`src/rtl/tccs_pkg.sv`:
```
`timescale 1ns / 1ps
// ----------------------------------------------------------------------------
// tccs_pkg
// Shared types and codes for the text console cursor and scroll unit.
// ----------------------------------------------------------------------------
package tccs_pkg;

	// command codes carried on the input tuser
	typedef enum logic [1:0] {
		CMD_PUT   = 2'd0,
		CMD_CLEAR = 2'd1,
		CMD_READ  = 2'd2
	} cmd_t;

	// character codes with special handling
	localparam logic [7:0] CH_BS    = 8'h08;
	localparam logic [7:0] CH_TAB   = 8'h09;
	localparam logic [7:0] CH_LF    = 8'h0A;
	localparam logic [7:0] CH_CR    = 8'h0D;
	localparam logic [7:0] CH_SPACE = 8'h20;

	// attribute used for the blanks written right after reset
	localparam logic [7:0] RESET_ATTR = 8'h0F;

	// sequencer states
	typedef enum logic [2:0] {
		ST_INIT,
		ST_IDLE,
		ST_EXEC,
		ST_SWEEP,
		ST_READ,
		ST_RESP
	} state_t;

	// request from the sequencer to the sweep unit
	typedef struct packed {
		logic start;
		logic scroll;
	} sweep_cmd_t;

endpackage

```
`src/rtl/tccs_cursor.sv`:
```
`timescale 1ns / 1ps
// ----------------------------------------------------------------------------
// tccs_cursor
// Cursor update for one put byte: control codes, printing, wrap, scroll flag.
// ----------------------------------------------------------------------------
module tccs_cursor #(
	parameter int COLUMNS = 80,
	parameter int ROWS = 25,
	parameter int TAB_WIDTH = 8,
	localparam int COL_W = $clog2(COLUMNS + TAB_WIDTH),
	localparam int ROW_W = $clog2(ROWS + 1),
	localparam int PH_W = $clog2(TAB_WIDTH)
) (
	input  logic [COL_W-1:0] col,
	input  logic [ROW_W-1:0] line,
	input  logic [PH_W-1:0]  phase,
	input  logic [7:0]       char_code,
	output logic [COL_W-1:0] nxt_col,
	output logic [ROW_W-1:0] nxt_line,
	output logic [PH_W-1:0]  nxt_phase,
	output logic             write_char,
	output logic             scroll
);

	logic [COL_W-1:0] col_a;
	logic [ROW_W-1:0] line_a;
	logic [PH_W-1:0]  ph_a;
	logic [COL_W-1:0] col_b;
	logic [ROW_W-1:0] line_b;
	logic [PH_W-1:0]  ph_b;

	// per-byte rule; phase tracks the column modulo the tab width
	always_comb begin
		col_a = col;
		line_a = line;
		ph_a = phase;
		write_char = 1'b0;
		case (char_code)
			tccs_pkg::CH_BS: begin
				if (col != '0) begin
					col_a = col - COL_W'(1);
					ph_a = (phase == '0) ? PH_W'(TAB_WIDTH - 1) : phase - PH_W'(1);
				end
			end
			tccs_pkg::CH_TAB: begin
				col_a = col + COL_W'(TAB_WIDTH) - COL_W'(phase);
				ph_a = '0;
			end
			tccs_pkg::CH_CR: begin
				col_a = '0;
				ph_a = '0;
			end
			tccs_pkg::CH_LF: begin
				col_a = '0;
				line_a = line + ROW_W'(1);
				ph_a = '0;
			end
			default: begin
				if (!char_code[7] && char_code >= tccs_pkg::CH_SPACE) begin
					write_char = 1'b1;
					col_a = col + COL_W'(1);
					ph_a = (phase == PH_W'(TAB_WIDTH - 1)) ? '0 : phase + PH_W'(1);
				end
			end
		endcase
	end

	// column wrap, then row overflow
	always_comb begin
		col_b = col_a;
		line_b = line_a;
		ph_b = ph_a;
		if (col_a >= COL_W'(COLUMNS)) begin
			col_b = '0;
			line_b = line_a + ROW_W'(1);
			ph_b = '0;
		end
		scroll = (line_b >= ROW_W'(ROWS));
		nxt_col = col_b;
		nxt_phase = ph_b;
		nxt_line = scroll ? ROW_W'(ROWS - 1) : line_b;
	end

endmodule

```
`config.mk`:
```
export PLATFORM = sky130hd
export DESIGN_NAME = tccs_cursor
export DESIGN_NICKNAME = d
export VERILOG_FILES = /design/src/rtl/tccs_pkg.sv /design/src/rtl/tccs_cursor.sv
export SDC_FILE = /design/constraint.sdc
export NUM_CORES = 1
export LEC_CHECK = 0
export ABC_CLOCK_PERIOD_IN_PS = 3800
export BUFFER_PORTS_ARGS = -buffer_cell sky130_fd_sc_hd__buf_2
export CAP_MARGIN = 10
export CORE_ASPECT_RATIO = 1.2
export CORE_UTILIZATION = 49
export DETAILED_ROUTE_END_ITERATION = 7
export PLACE_DENSITY = 0.8
export SYNTH_ARGS = -nofsm -noshare
export SYNTH_HDL_FRONTEND = slang
export SYNTH_SLANG_ARGS = --single-unit
```
`constraint.sdc`:
```
create_clock -name vclk -period 3.8
set_clock_uncertainty 0.2 [all_clocks]
set_input_delay 0.57 -clock vclk [all_inputs]
set_output_delay 0.57 -clock vclk [all_outputs]
set_load 0.01 [all_outputs]
```
==> summary.md <==
The flow ran to the end, but the final reports show violations. The final reports fail on setup timing. In this run the power density over the cells is 123.1 nW/um^2. In this run the vertical extent of the chip is 57.22 um.

IR analysis of the VDD net gives a maximum drop of 103.3 uV. In the synthesized netlist, the number of instances is 171. Averaged over all synthesized cells, the footprint is 7.280 um^2. After floorplanning, the core was sized to cover 2354 um^2. Walking the worst path, the cells encountered are buf_2 > ha_4 > ha_1 > buf_4 > o21ai_0 > nor2_2 > o32a_1 > a22oi_2 > o31ai_4 > o311a_4 > nor4b_4 > buf_2.

The most common library cell in the layout ignoring fill and taps was sky130_fd_sc_hd__buf_4. The slowest cell on the critical path is sky130_fd_sc_hd__o311a_4. The path class of the tightest hold or removal check is primary input to output port. Counting the fill cells in the layout gives 112.

In this run, post-CTS hold repair placed 0 buffers. The worst relative slew slack was 0.4085; the area of all placed cells without fillers was 2051 um^2. Initial detailed-routing violation count: 87.

For this block, the routed nets add up to 5609 um of wire. The global placement routability congestion is 1.032. The design has 0 sequential cells. STA puts the critical path data arrival time at 3220 ps. Timing would allow up to 250.5 MHz. The via-per-instance ratio was 6.484; the number of distinct library cells after synthesis was 54.

The net count after synthesis was 213. Final hold analysis gives a worst-case slack of 1442 ps. Setup violations remaining at the end of the flow were counted as 11.

The logs give 0.5290 for the effective utilization at floorplan and 0 for the residual overflow from global routing. The tools report the post-route worst setup slack as -192.2 ps. The number of I/O pins was 40; the total track usage was 0.3663. After routing, the total negative slack on setup checks comes to -1413 ps. The run gives 0 um^2 as the footprint of the flip-flops and latches. The initial antenna violation count is 0, and the wire length per cell after detailed routing is 19.68 um. For this design the static power due to leakage is 0.9492 nW. The number of buffers and inverters on the critical path is 3. The run gives 19 as the total number of placement rows. For this run, design rule violations remaining after detail routing come to 0. Critical hold path startpoint: phase[1]. The layout overhead on the synthesized area was 64.72%. The number of placed instances, taps included is 272. Tracing the worst setup path back leads to its startpoint at col[2]. Setup repair after global routing could not meet its margin everywhere. The die is 48.02 um wide.

The worst setup path is launched from a primary input. The tools report the endpoint required time on the critical path as 3030 ps. The tools report the count of endpoints failing hold in the final timing report as 0.

The Yosys step of the flow raised 0 warnings. The sequential-to-total area share from yosys stat was 0. The number of cells in the finished layout apart from fillers is 285, and the largest fanout on the critical path is 5.

The cell with the most instances on the worst path was sky130_fd_sc_hd__buf_2. Max-slew violation total from the final report: 0. The count of buffers added on input and output ports is 40. The final layout contains 298 nets. For the pin with the worst max-slew slack, the measured transition is 878.0 ps. The run gives 4 as the first-pass detailed-route iteration total. The largest net degree at the start of global routing was 12. The tools report the wire length of the first global-routing pass as 7383 um. In this run the remaining antenna-violating nets after routing total 0. The kind of cell with the highest combined delay along the critical path is compound AO/OA/AOI/OAI gates. The critical path in this run is classified as primary input to output port. The proportion of layout cells with a drive suffix above 1 works out to 0.5079. The number of inserted diodes was 0; the stage delay of the slowest cell on the critical path was 450 ps.

After layout, the minimum clock period comes to 3992 ps. The clock buffers instantiated in the layout total 0. The tools report the half-perimeter wire length of the detailed placement result as 3306 um. STA classifies the critical path endpoint as an output port. Leaving out fill and tap cells, the most frequent cells in the layout are sky130_fd_sc_hd__buf_4, sky130_fd_sc_hd__buf_2.

The final clock period utilization by the worst path was 1.051; the placed standard-cell area was 1722 um^2. The design draws 252.4 uW. The routed layout has 1848 vias. Summing every instance area after synthesis gives 1245 um^2. The logs give 0 for the total of max-cap violations and 1668 for the number of global-route vias before repair.

The run gives 2747 um^2 as the die area.
area by class of cell:
cell class	instances	area, um^2	area share
Timing Repair Buffer	86	600.6	0.2929
Tap cell	31	38.79	0.01891
Multi-Input combinational cell	152	1349	0.6577
Inverter	16	62.56	0.03051
cells by family after synthesis:
logic type,count (synthesis),synth area share
xor gates and xnor gates,16,0.1126
adders and majority gates,19,0.1970
muxes,4,0.03718
and+or+nand+nor,70,0.3196
buffers and inverters,20,0.06232
AOI/OAI and AO/OA,42,0.2713
cell usage after synthesis, types with 3 or more instances:
library cell / instances / share of area
sky130_fd_sc_hd__a21oi_1: 5 / 0.020
sky130_fd_sc_hd__xor2_1: 5 / 0.035
sky130_fd_sc_hd__a21boi_0: 4 / 0.024
sky130_fd_sc_hd__nor2_1: 13 / 0.039
sky130_fd_sc_hd__nand3_1: 8 / 0.032
sky130_fd_sc_hd__and3_1: 3 / 0.015
sky130_fd_sc_hd__nor3_1: 7 / 0.028
sky130_fd_sc_hd__ha_1: 18 / 0.18
sky130_fd_sc_hd__o21ai_0: 10 / 0.040
sky130_fd_sc_hd__inv_1: 16 / 0.048
sky130_fd_sc_hd__nand4_1: 5 / 0.025
sky130_fd_sc_hd__xnor2_1: 11 / 0.077
sky130_fd_sc_hd__nand2_1: 12 / 0.036
report_power, final:
| part | internal, mW | total, mW | switching (mW) | leakage, nW |
|---|---|---|---|---|
| Combinational | 0.124 | 0.252 | 0.128 | 0.949 |
| Clock | 0 | 0 | 0 | 0 |
| Sequential | 0 | 0 | 0 | 0 |
| Total | 0.124 | 0.252 | 0.128 | 0.949 |
layer usage:
layer	vias up	part of all wire	GRT usage
met3	49	0.076	0.03797
met5	-	0	0
met1	862	0.36	0.3919
li1	808	-	-
met2	129	0.49	0.6737
met4	0	0.073	0.1587
per-stage QoR:
stage	setup WS, ps	utilization
finish	-192.2	0.8713
CTS	-31.31	0.8017
global placement	-216.0	0.7315
detailed placement	-271.3	0.7315
floorplan	33.77	-
global route	-345.6	0.8713
path summary, 6_finish.rpt:
kind / endpoint / slack, ps / cells past startpoint
max: nxt_line[2] / -190 / 12
min: nxt_phase[1] / 1440 / 5
repair_timing:
| action | 4_1_cts | 5_1_grt |
|---|---|---|
| endpoints found under the setup margin | 13 | 14 |
| gates cloned | 1 | 0 |
| resized for setup | 17 | 34 |
| buffers inserted | 7 | 5 |
| pin swaps | 12 | 18 |
(Power assumes the default switching activity.)
