--- src/rtl/tccs_pkg.sv ---
`timescale 1ns / 1ps
// ----------------------------------------------------------------------------
// tccs_pkg
// Shared types and codes for the text console cursor and scroll unit.
// ----------------------------------------------------------------------------
package tccs_pkg;

	// command codes carried on the input tuser
	typedef enum logic [1:0] {
		CMD_PUT   = 2'd0,
		CMD_CLEAR = 2'd1,
		CMD_READ  = 2'd2
	} cmd_t;

	// character codes with special handling
	localparam logic [7:0] CH_BS    = 8'h08;
	localparam logic [7:0] CH_TAB   = 8'h09;
	localparam logic [7:0] CH_LF    = 8'h0A;
	localparam logic [7:0] CH_CR    = 8'h0D;
	localparam logic [7:0] CH_SPACE = 8'h20;

	// attribute used for the blanks written right after reset
	localparam logic [7:0] RESET_ATTR = 8'h0F;

	// sequencer states
	typedef enum logic [2:0] {
		ST_INIT,
		ST_IDLE,
		ST_EXEC,
		ST_SWEEP,
		ST_READ,
		ST_RESP
	} state_t;

	// request from the sequencer to the sweep unit
	typedef struct packed {
		logic start;
		logic scroll;
	} sweep_cmd_t;

endpackage

--- src/rtl/tccs_sweep.sv ---
`timescale 1ns / 1ps
// ----------------------------------------------------------------------------
// tccs_sweep
// Address walker over the whole cell store: blank fill or scroll-up copy,
// one cell per cycle with the write in the cycle after the read.
// ----------------------------------------------------------------------------
module tccs_sweep #(
	parameter int COLUMNS = 80,
	parameter int ROWS = 25,
	localparam int CELL_COUNT = COLUMNS * ROWS,
	localparam int COPY_CELLS = (ROWS - 1) * COLUMNS,
	localparam int ADDR_W = $clog2(CELL_COUNT)
) (
	input  logic                 clk,
	input  logic                 arst_n,
	input  tccs_pkg::sweep_cmd_t cmd,
	input  logic [15:0]          blank,
	input  logic [15:0]          rd_data,
	output logic [ADDR_W-1:0]    rd_addr,
	output logic                 wr_en,
	output logic [ADDR_W-1:0]    wr_addr,
	output logic [15:0]          wr_data,
	output logic                 done
);

	logic              run_q;
	logic              scroll_q;
	logic [ADDR_W-1:0] ptr_q;
	logic              copy_cell;
	logic              wr_en_s1;
	logic [ADDR_W-1:0] wr_addr_s1;
	logic              from_ram_s1;

	// the copy region is every row but the last
	assign copy_cell = scroll_q && (ptr_q < ADDR_W'(COPY_CELLS));
	assign rd_addr = copy_cell ? ptr_q + ADDR_W'(COLUMNS) : '0;

	// pointer walk; after reset a blank fill runs at once
	always_ff @(posedge clk or negedge arst_n) begin
		if (!arst_n) begin
			run_q <= 1'b1;
			scroll_q <= 1'b0;
			ptr_q <= '0;
		end else if (cmd.start) begin
			run_q <= 1'b1;
			scroll_q <= cmd.scroll;
			ptr_q <= '0;
		end else if (run_q) begin
			ptr_q <= ptr_q + ADDR_W'(1);
			if (ptr_q == ADDR_W'(CELL_COUNT - 1)) begin
				run_q <= 1'b0;
			end
		end
	end

	// write stage, aligned with the registered read data
	always_ff @(posedge clk or negedge arst_n) begin
		if (!arst_n) begin
			wr_en_s1 <= 1'b0;
		end else begin
			wr_en_s1 <= run_q;
		end
	end

	always_ff @(posedge clk) begin
		wr_addr_s1 <= ptr_q;
		from_ram_s1 <= copy_cell;
	end

	assign wr_en = wr_en_s1;
	assign wr_addr = wr_addr_s1;
	assign wr_data = from_ram_s1 ? rd_data : blank;
	assign done = wr_en_s1 && !run_q;

endmodule

--- config.mk ---
export PLATFORM = sky130hd
export DESIGN_NAME = tccs_sweep
export DESIGN_NICKNAME = d
export VERILOG_FILES = /design/src/rtl/tccs_pkg.sv /design/src/rtl/tccs_sweep.sv
export SDC_FILE = /design/constraint.sdc
export NUM_CORES = 1
export LEC_CHECK = 0
export BUFFER_PORTS_ARGS = -buffer_cell sky130_fd_sc_hd__buf_4
export CAP_MARGIN = 40
export CORE_MARGIN = 1.5
export CORE_UTILIZATION = 40
export DETAILED_ROUTE_END_ITERATION = 6
export GPL_TIMING_DRIVEN = 1
export PLACE_DENSITY = 0.75
export SLEW_MARGIN = 20
export SYNTH_ARGS = -nofsm -noshare
export SYNTH_HDL_FRONTEND = slang
export SYNTH_SLANG_ARGS = --single-unit
--- constraint.sdc ---
create_clock -name clk -period 1.7 [get_ports clk]
set_input_delay 0.085 -clock clk [delete_from_list [all_inputs] [get_ports clk]]
set_output_delay 0.085 -clock clk [all_outputs]
set_load 0.05 [all_outputs]
==> results of run 1 <==
placed cells by master (no fill, tap or decap), types with 2 or more instances in the layout:
cell type and count:
a21oi_1 5, buf_4 83, nor2b_1 2, nand2_1 4, nor2_1 12, mux2_2 19
or4_1 3, o211ai_1 2, and2_1 5, a21oi_2 2, buf_6 2, inv_1 4
ha_1 2, dfrtp_2 4, o21ai_0 4, clkbuf_4 3, xor2_1 4, xnor2_1 2
o31ai_1 4, or3_1 4, nand3_1 3, dfrtp_1 9, dfxtp_1 12, dlygate4sd3_1 2
routing by layer:
layer	vias up	track usage, %	routed length, um
li1	598	-	-
met1	573	23.8	1380
met2	61	36.7	1870
met3	6	3.06	285
met4	0	5.52	55
met5	-	0	0
critical path: stages (launching register included):
cell and delay, ns:
dfrtp_2 0.45, buf_4 0.14, a21oi_2 0.07, or3_1 0.32, a21oi_2 0.14, buf_6 0.17
sequential cells by signal, summed over array words and instances (netlist names):
register,count
scroll_q,1
wr_en,1
run_q,1
wr_addr,11
from_ram_s1,1
ptr_q,11
timing repair:
action | 4_1_cts | 5_1_grt
hold buffers | 2 | 0
setup endpoints to repair | 8 | 8
pin swaps | 0 | 1
gates resized for setup | 5 | 6
hold endpoints to repair | 15 | 0
buffers inserted | 5 | 1
power by group through the flow:
stage | Clock (mW) | Sequential (mW) | Combinational [mW]
final | 0.305 | 0.644 | 0.467
after global routing | 0.336 | 0.647 | 0.493
after CTS | 0.314 | 0.644 | 0.470
after detailed placement | 0 | 0.657 | 0.465
after global placement | 0 | 0.656 | 0.459
after floorplan | 0 | 0.675 | 0.276
cells by family (layout without fill, tap and decap cells):
group           count (synthesis)  in the layout
simple gates                   38             38
flops                          26             26
compound gates                 19             19
mux                            20             20
buf+inv                        11             96
fa+ha+maj                       3              3
xor+xnor                        6              6
worst max-delay path by stage:
stage | end | startpoint | depth (start not counted) | slack (ns)
after global placement | ptr_q[10]$_DFFE_PN0P_ | ptr_q[4]$_DFFE_PN0P_ | 4 | 0.24
after global routing | rd_addr[8] | ptr_q[4]$_DFFE_PN0P_ | 5 | -0.14
after detailed placement | ptr_q[8]$_DFFE_PN0P_ | ptr_q[4]$_DFFE_PN0P_ | 4 | 0.14
after floorplan | rd_addr[8] | ptr_q[4]$_DFFE_PN0P_ | 4 | 0.02
after CTS | rd_addr[10] | ptr_q[4]$_DFFE_PN0P_ | 5 | -0.01
final | rd_addr[9] | ptr_q[4]$_DFFE_PN0P_ | 5 | 0.01
final cells by class:
cell class / count / area [um2]
clock buffer: 4 / 36.3
sequential: 26 / 597
tap: 44 / 55.1
timing repair buffer: 87 / 666
inverter: 5 / 18.8
fill: 248 / 993
multi-input combinational: 86 / 662
per-stage QoR:
step	cell area (um2)	TNS (ns)	utilization, %	cells
detailed placement	1900	0	62.6	240
global placement	1900	0	62.6	240
finish	2030	0	67.2	252
CTS	2000	-0.0123	66.1	251
global route	2030	-0.274	67.2	252
floorplan	1280	0	-	123
==> impl_metrics.yaml, run 1 <==
run_status:
  outcome: "finished clean"
job:
  max_cap_viol_count: 0
routing:
  wl_mm: 3.59
  viasPerCell: 4.91
  wire_per_inst_um: 14.2
  firstDrtPassIters: 4
  vias: 1238
  ant_nets: 0
  dr.first_iter.drc_count: 38
  drc_errors: 0
clock_tree:
  root_buffer: "clkbuf_4"
  numCtsBuffers: 3
  htree_levels: 1
  cts_buffer_depth: 2
  clock_sinks: 26
  path_clk_slew_ns: 0.14
  clock_latency_ns: 0.32
  cts_tree: "done"
timing:
  fmax_ghz: 0.593
  fin_skew_ns: 0.00588
  finalHoldViolCount: 0
  finalSetupViolCount: 0
  fin_crit_ns: 1.69
  period_share_pct: 99.2
  setup_ws_ns: 0.0133
  drv_slew: 0
  worstMarginPinSlew_ns: 0.367
  hold_slack_ns: 0.0473
  rsz0062_at_grt: "true"
  relSlewSlack_pct: 75.5
power_and_ir_drop:
  clockPowerShare_pct: 21.5
  seq_power_share_pct: 45.5
  switching_share_pct: 33.4
  comb_power_share_pct: 33.0
  p_leak_nw: 0.938
  power.internal_mw: 0.944
  power_density_mw_per_mm2: 696
  total_power_mw: 1.42
  switching_power_mw: 0.473
  vdd_ir_drop_max_mv: 0.385
min_path:
  hold_path_class: "primary input to flip-flop"
  holdCritStartpoint: "cmd[1]"
  hold_depth: 2
  holdPathEnd: "ptr_q[0]$_DFFE_PN0P_"
logic_synthesis:
  ys_seq_elements: 26
  synth.most_common_cell: "mux2_2"
  synth_xor_area_share_pct: 4.13
  synth.top_cell.area_share_pct: 25.5
  synth_top_family_by_area: "multiplexers"
  synthSimpleGateAreaFrac_pct: 15.7
  synthDistinctLibCells: 30
  avgSynthCellArea_um2: 10.4
  muxShareOfSynthArea_pct: 17.6
  post_synth_fa_ha_maj_area_fraction_pct: 2.95
  synth_area_leaders: "dfrtp_1 26%, dfxtp_1 19%, mux2_2 17%"
  syn_nets: 162
  ys_seq_area_share_pct: 46.5
  synth-compound-area-share_pct: 9.14
  async_flop_share_pct: 53.8
  synthesis.area_mm2: 0.00127
  yosys.area.top_type: "dfrtp_1"
  synth_ff_type: "dfrtp_1"
  ys_warn_count: 0
  synthCells: 123
  synth_edf_count: 0
  synth_commonest_cells: "19 x mux2_2, 13 x dfrtp_1, 12 x dfxtp_1, 12 x nor2_1, 7 x a21oi_1"
place:
  place.gp.congestion: 0.845
  dp_slack_ns: 0.136
  portBuffers: 75
  hpwl_mm: 2.64
setup_path:
  cp.required_ns: 1.62
  setup.worst_path.end_class: "output port"
  r2r_cells: 4
  start_kind: "flip-flop"
  arrival_ns: 1.60
  reg2reg_slack_ns: 0.16
  rr_startpoint: "ptr_q[0]$_DFFE_PN0P_"
  path_class: "flip-flop to output port"
  cp_max_fo: 4
  reg2reg_to: "ptr_q[8]$_DFFE_PN0P_"
die:
  initial_core_util_pct: 42.1
  die_area_mm2: 0.00353
  dieWidth_um: 59.4
  coreArea_mm2: 0.00303
  ioPinCount: 76
  fp.dieH_um: 59.4
  rows: 20
final_layout:
  nNetsFinal: 248
  drive_gt1_share_pct: 57.7
  area_growth_pct: 59.7
  antenna_cells: 0
grt:
  gr-total-overflow: 0
  track_usage_pct: 20.0
  grt_pass1_vias: 1213
  grt_max_degree: 18
  grt_pass1_wl_mm: 5.31
  grt_antenna_before_repair: 0
Note: power is estimated with default switching activity, not from simulation.
==> inputs of run 2 (changes only) <==
--- a/config.mk
+++ b/config.mk
@@ -12,6 +12,7 @@
 export DETAILED_ROUTE_END_ITERATION = 6
 export GPL_TIMING_DRIVEN = 1
 export PLACE_DENSITY = 0.75
+export SETUP_SLACK_MARGIN = 0.5
 export SLEW_MARGIN = 20
 export SYNTH_ARGS = -nofsm -noshare
 export SYNTH_HDL_FRONTEND = slang
==> impl_metrics.yaml, run 2 (same netlist as run 1, synthesis figures left out) <==
timing:
  worstMarginPinSlew_ns: 0.375
  setup_ws_ns: -0.120
  relSlewSlack_pct: 74.8
  tns_ns: -0.206
  fin_crit_ns: 1.82
  rsz0062_at_grt: "true"
  fin_skew_ns: 0.00963
  drv_slew: 0
  finalSetupViolCount: 3
  finalHoldViolCount: 0
  period_share_pct: 107
  fmax_ghz: 0.549
die:
  initial_core_util_pct: 42.1
  fp.dieH_um: 59.4
  rows: 20
  ioPinCount: 76
  dieWidth_um: 59.4
  coreArea_mm2: 0.00303
  die_area_mm2: 0.00353
routing:
  wl_mm: 6.20
  dr.first_iter.drc_count: 70
  wire_per_inst_um: 22.0
  viasPerCell: 5.25
  firstDrtPassIters: 4
  drc_errors: 0
  vias: 1475
  ant_nets: 0
final_layout:
  final_util_pct: 91.2
  final_common_cell: "buf_4"
  antenna_cells: 0
  nNetsFinal: 277
  area_growth_pct: 117
  drive_gt1_share_pct: 78.9
  layout_common_cells: "74 x buf_4, 25 x buf_8, 17 x mux2_4"
  design_area_mm2: 0.00276
setup_path:
  cp_max_fo: 6
  rr_startpoint: "run_q$_DFF_PN1_"
  path_class: "flip-flop to output port"
  slowest_stage: "dfrtp_2"
  slowest_delay_ns: 0.47
  startpoint: "ptr_q[4]$_DFFE_PN0P_"
  cp.required_ns: 1.62
  setup.worst_path.end_class: "output port"
  cp_common_cell: "buf_6"
  cp_top_family: "compound AO/OA/AOI/OAI gates"
  crit_chain: "buf_6 -> a21oi_2 -> o21ai_1 -> a21oi_4 -> buf_6"
  critPathBufInv: 2
  start_kind: "flip-flop"
  arrival_ns: 1.73
grt:
  grt_pass1_vias: 1385
  gr-total-overflow: 0
  track_usage_pct: 28.3
  grt_max_degree: 18
  grt_antenna_before_repair: 0
  grt_pass1_wl_mm: 7.18
run_status:
  violations: "negative setup slack"
  outcome: "complete, but fails checks"
power_and_ir_drop:
  p_leak_nw: 1.28
  vdd_ir_drop_max_mv: 0.504
  power_density_mw_per_mm2: 576
min_path:
  hold_path_class: "primary input to flip-flop"
  holdCritStartpoint: "cmd[1]"
job:
  max_cap_viol_count: 0
clock_tree:
  htree_levels: 1
  path_clk_slew_ns: 0.15
  root_buffer: "clkbuf_4"
  clock_latency_ns: 0.34
  clock_sinks: 26
  cts_tree: "done"
  cts_buffer_depth: 2
  numCtsBuffers: 3
place:
  place.gp.congestion: 0.815
  placed_area_mm2: 0.00192
  portBuffers: 75
  hpwl_mm: 2.70
[run 2: power by group]
group          leakage (nW)  switching (mW)  total, mW  internal (mW)
logic                 0.996           0.352      0.655          0.302
clock network        0.0150           0.196      0.288         0.0924
registers             0.269          0.0156      0.648          0.632
total                  1.28           0.564       1.59           1.03
[run 2: worst paths after layout]
path / to / slack (ns) / cells after the start
min reg2reg: wr_addr[10]$_DFF_P_ / 0.50 / 0
max in group asynchronous: run_q$_DFF_PN1_ / 1.32 / 2
max: rd_addr[9] / -0.12 / 5
min: ptr_q[8]$_DFFE_PN0P_ / 0.04 / 2
max reg2reg: ptr_q[7]$_DFFE_PN0P_ / 0.04 / 3
min in group asynchronous: wr_en$_DFF_PN0_ / 0.14 / 2
[run 2: layout make-up]
cell class	count	area (um2)
Multi-Input combinational cell	86	933
Timing Repair Buffer	116	1120
Tap cell	44	55.1
Sequential cell	26	602
Fill cell	112	268
Clock buffer	4	26.3
Inverter	5	23.8
[run 2: per-stage QoR]
stage          power, mW  setup slack, ns  cells  hold WS, ns
4_1_cts             1.54          -0.0114    265       0.0190
2_1_floorplan      0.958            0.253    123       -0.211
6_report            1.59           -0.120    281       0.0409
3_5_place_dp        1.13            0.141    239      -0.0547
3_3_place_gp        1.12            0.225    239      -0.0536
5_1_grt             1.64           -0.144    281       0.0248
[run 2: routing by layer]
layer / vias up / GRT usage, % / share of wire, % / wire [um]
li1: 656 / - / - / -
met4: 0 / 9.74 / 4.2 / 260
met2: 78 / 52.1 / 52 / 3250
met3: 22 / 6.11 / 6.2 / 386
met5: - / 0 / 0 / 0
met1: 719 / 31.8 / 37 / 2300
[run 2: repair_timing]
action | CTS | global route
endpoints found under the setup margin | 35 | 39
gates resized for setup | 96 | 42
hold buffers | 2 | 0
cloned | 1 | 0
pin swaps | 11 | 18
setup buffers | 19 | 16
endpoints found under the hold margin | 15 | 0
==> inputs of run 3 (changes only) <==
--- a/config.mk
+++ b/config.mk
@@ -8,10 +8,10 @@
 export BUFFER_PORTS_ARGS = -buffer_cell sky130_fd_sc_hd__buf_4
 export CAP_MARGIN = 40
 export CORE_MARGIN = 1.5
-export CORE_UTILIZATION = 40
+export CORE_UTILIZATION = 43
 export DETAILED_ROUTE_END_ITERATION = 6
 export GPL_TIMING_DRIVEN = 1
-export PLACE_DENSITY = 0.75
+export PLACE_DENSITY = 0.79
 export SETUP_SLACK_MARGIN = 0.5
 export SLEW_MARGIN = 20
 export SYNTH_ARGS = -nofsm -noshare
==> impl_metrics.yaml, run 3 <==
run_status:
  outcome: "did not finish"
  lastStage: "global routing (5_1_grt)"
  error_message: "[ERROR DPL-0033] detailed placement checks failed during check placement."
die:
  dieWidth_um: 57.4
  rows: 19
  ioPinCount: 76
  initial_core_util_pct: 45.8
  fp.dieH_um: 57.4
logic_synthesis:
  synth.most_common_cell: "mux2_2"
  synth_ff_type: "dfrtp_1"
  ys_seq_area_share_pct: 46.5
  synth_area_leaders: "dfrtp_1 26%, dfxtp_1 19%, mux2_2 17%"
  synthDistinctLibCells: 30
  syn_nets: 162
  synthesis.area_mm2: 0.00127
  avgSynthCellArea_um2: 10.4
  ys_warn_count: 0
  synth_commonest_cells: "19 x mux2_2, 13 x dfrtp_1, 12 x dfxtp_1, 12 x nor2_1, 7 x a21oi_1"
  synthCells: 123
  synth_edf_count: 0
  ys_seq_elements: 26
  async_flop_share_pct: 53.8
  synth.top_cell.area_share_pct: 25.5
  yosys.area.top_type: "dfrtp_1"
timing:
  worst_endpoint: "rd_addr[10]"
  worstEpCategory: "primary output"
place:
  portBuffers: 75
  dp_slack_ns: 0.170
  place.gp.congestion: 0.793
  placed_cells: 227
  hpwl_mm: 2.60
grt:
  grt_max_degree: 18
  grt_antenna_before_repair: 0
clock_tree:
  numCtsBuffers: 3
  clock_sinks: 26
  cts_buffer_depth: 2
  htree_levels: 1
  root_buffer: "clkbuf_4"
-- run 3: cell families after synthesis --
group                    after synthesis  synth area share (%)
AO/OA/AOI/OAI                         19                  9.14
XOR/XNOR                               6                  4.13
multiplexers                          20                  17.6
flip-flops                            26                  46.5
AND/OR/NAND/NOR                       38                  15.7
adder cells (fa/ha/maj)                3                  2.95
buffers and inverters                 11                  4.03
-- run 3: what timing repair did --
| action | in CTS |
|---|---|
| gates cloned | 1 |
| setup endpoints to repair | 36 |
| hold buffers | 2 |
| hold endpoints to repair | 15 |
| gates resized for setup | 111 |
| setup buffers | 17 |
| pin swaps | 16 |
-- run 3: stage by stage --
stage	hold slack, ns	utilization, %	instance area, um2
detailed placement	-0.0544	68.8	1910
floorplan	-0.211	-	1320
CTS	0.0106	90.8	2530
global placement	-0.0581	68.8	1910
==> inputs of run 4 (changes only) <==
--- a/config.mk
+++ b/config.mk
@@ -8,11 +8,10 @@
 export BUFFER_PORTS_ARGS = -buffer_cell sky130_fd_sc_hd__buf_4
 export CAP_MARGIN = 40
 export CORE_MARGIN = 1.5
-export CORE_UTILIZATION = 43
+export CORE_UTILIZATION = 30
 export DETAILED_ROUTE_END_ITERATION = 6
 export GPL_TIMING_DRIVEN = 1
-export PLACE_DENSITY = 0.79
-export SETUP_SLACK_MARGIN = 0.5
+export PLACE_DENSITY_LB_ADDON = 0.15
 export SLEW_MARGIN = 20
 export SYNTH_ARGS = -nofsm -noshare
 export SYNTH_HDL_FRONTEND = slang
==> impl_metrics.yaml, run 4 (same netlist as run 1, synthesis figures left out) <==
timing:
  finalSetupViolCount: 0
  fmax_ghz: 0.609
  drv_slew: 0
  fin_skew_ns: 0.00642
  rsz0062_at_grt: "true"
  tns_ns: 0
  fin_crit_ns: 1.64
  relSlewSlack_pct: 75.7
  worstMarginPinSlew_ns: 0.363
  finalHoldViolCount: 0
  period_share_pct: 96.6
die:
  ioPinCount: 76
  dieWidth_um: 68.2
  die_area_mm2: 0.00465
  initial_core_util_pct: 31.6
  fp.dieH_um: 68.2
  rows: 23
  coreArea_mm2: 0.00403
run_status:
  outcome: "finished clean"
grt:
  grt_pass1_wl_mm: 5.01
  grt_pass1_vias: 1095
  track_usage_pct: 14.5
  grt_antenna_before_repair: 0
  grt_max_degree: 18
  gr-total-overflow: 0
power_and_ir_drop:
  power_density_mw_per_mm2: 746
  vdd_ir_drop_max_mv: 0.405
  p_leak_nw: 0.927
final_layout:
  nNetsFinal: 244
  antenna_cells: 0
  final_common_cell: "buf_4"
  num-fill-cells: 390
  drive_gt1_share_pct: 55.9
  design_area_mm2: 0.00201
  area_growth_pct: 57.5
  final_util_pct: 49.8
  layout_common_cells: "80 x buf_4, 19 x mux2_2, 12 x nor2_1, 12 x dfxtp_1, 10 x dfrtp_1"
min_path:
  hold_path_class: "primary input to flip-flop"
setup_path:
  arrival_ns: 1.56
  cp_max_fo: 7
  setup.worst_path.end_class: "output port"
  path_class: "flip-flop to output port"
  start_kind: "flip-flop"
  cp.required_ns: 1.62
clock_tree:
  htree_levels: 1
  cts_buffer_depth: 2
  clock_latency_ns: 0.27
  path_clk_slew_ns: 0.09
  clock_sinks: 26
  numCtsBuffers: 3
  cts_tree: "done"
  root_buffer: "clkbuf_8"
routing:
  wl_mm: 3.50
  drc_errors: 0
  ant_nets: 0
  dr.first_iter.drc_count: 11
  viasPerCell: 4.76
  firstDrtPassIters: 4
  wire_per_inst_um: 13.8
  vias: 1208
job:
  max_cap_viol_count: 0
place:
  place.gp.congestion: 0.771
  hpwl_mm: 2.77
  portBuffers: 75
  placed_area_mm2: 0.00192
run 4: timing repair:
action | CTS | global route
resized for setup | 1 | 6
endpoints found under the setup margin | 1 | 8
hold endpoints to repair | 14 | 0
hold buffers | 1 | 0
buffers inserted | 0 | 1
run 4: final timing paths:
| path | slack, ns | to | from | cells past startpoint |
|---|---|---|---|---|
| setup / recovery | 0.06 | rd_addr[9] | ptr_q[4]$_DFFE_PN0P_ | 5 |
| hold / removal | 0.04 | scroll_q$_DFFE_PN0P_ | cmd[0] | 2 |
| setup reg to reg | 0.20 | ptr_q[9]$_DFFE_PN0P_ | run_q$_DFF_PN1_ | 3 |
| hold reg to reg | 0.45 | wr_en$_DFF_PN0_ | run_q$_DFF_PN1_ | 0 |
| max in group asynchronous | 1.26 | run_q$_DFF_PN1_ | arst_n | 2 |
| min in group asynchronous | 0.19 | ptr_q[4]$_DFFE_PN0P_ | arst_n | 2 |
run 4: layer usage:
layer  GRT usage (%)  share of wire (%)  up-vias
li1                -                  -      593
met1            17.1                 40      559
met2            25.4                 49       52
met3            3.45                 11        4
met4            5.25               0.77        0
met5               0                  0        -
run 4: final cells by class:
class | instances | area, um2 | area share [%]
multi-input cells | 86 | 641 | 31.9
repair buffers | 83 | 633 | 31.6
flip-flops and latches | 26 | 596 | 29.7
well taps | 50 | 62.6 | 3.12
clock buffers | 4 | 55.1 | 2.74
inverters | 5 | 18.8 | 0.936
run 4: critical path, cell delays in order, from the launching register on:
cell	delay (ns)
dfrtp_1	0.37
buf_4	0.15
a21oi_1	0.11
or3_1	0.34
a21oi_2	0.15
buf_6	0.17
run 4: through the flow:
stage / std cells / setup slack [ns] / total power, mW / hold slack (ns)
global placement: 248 / 0.202 / 1.12 / -0.0527
finish: 254 / 0.0571 / 1.50 / 0.0440
detailed placement: 248 / 0.199 / 1.12 / -0.0508
floorplan: 123 / 0.0243 / 0.951 / -0.211
CTS: 253 / 0.00355 / 1.52 / 0.0411
global route: 254 / -0.0198 / 1.56 / 0.0353
run 4: report_power, final:
part / leakage, nW / total, mW / switching [mW] / internal (mW)
sequential: 0.275 / 0.644 / 0.0132 / 0.630
combinational: 0.623 / 0.463 / 0.282 / 0.181
clock: 0.0288 / 0.391 / 0.184 / 0.207
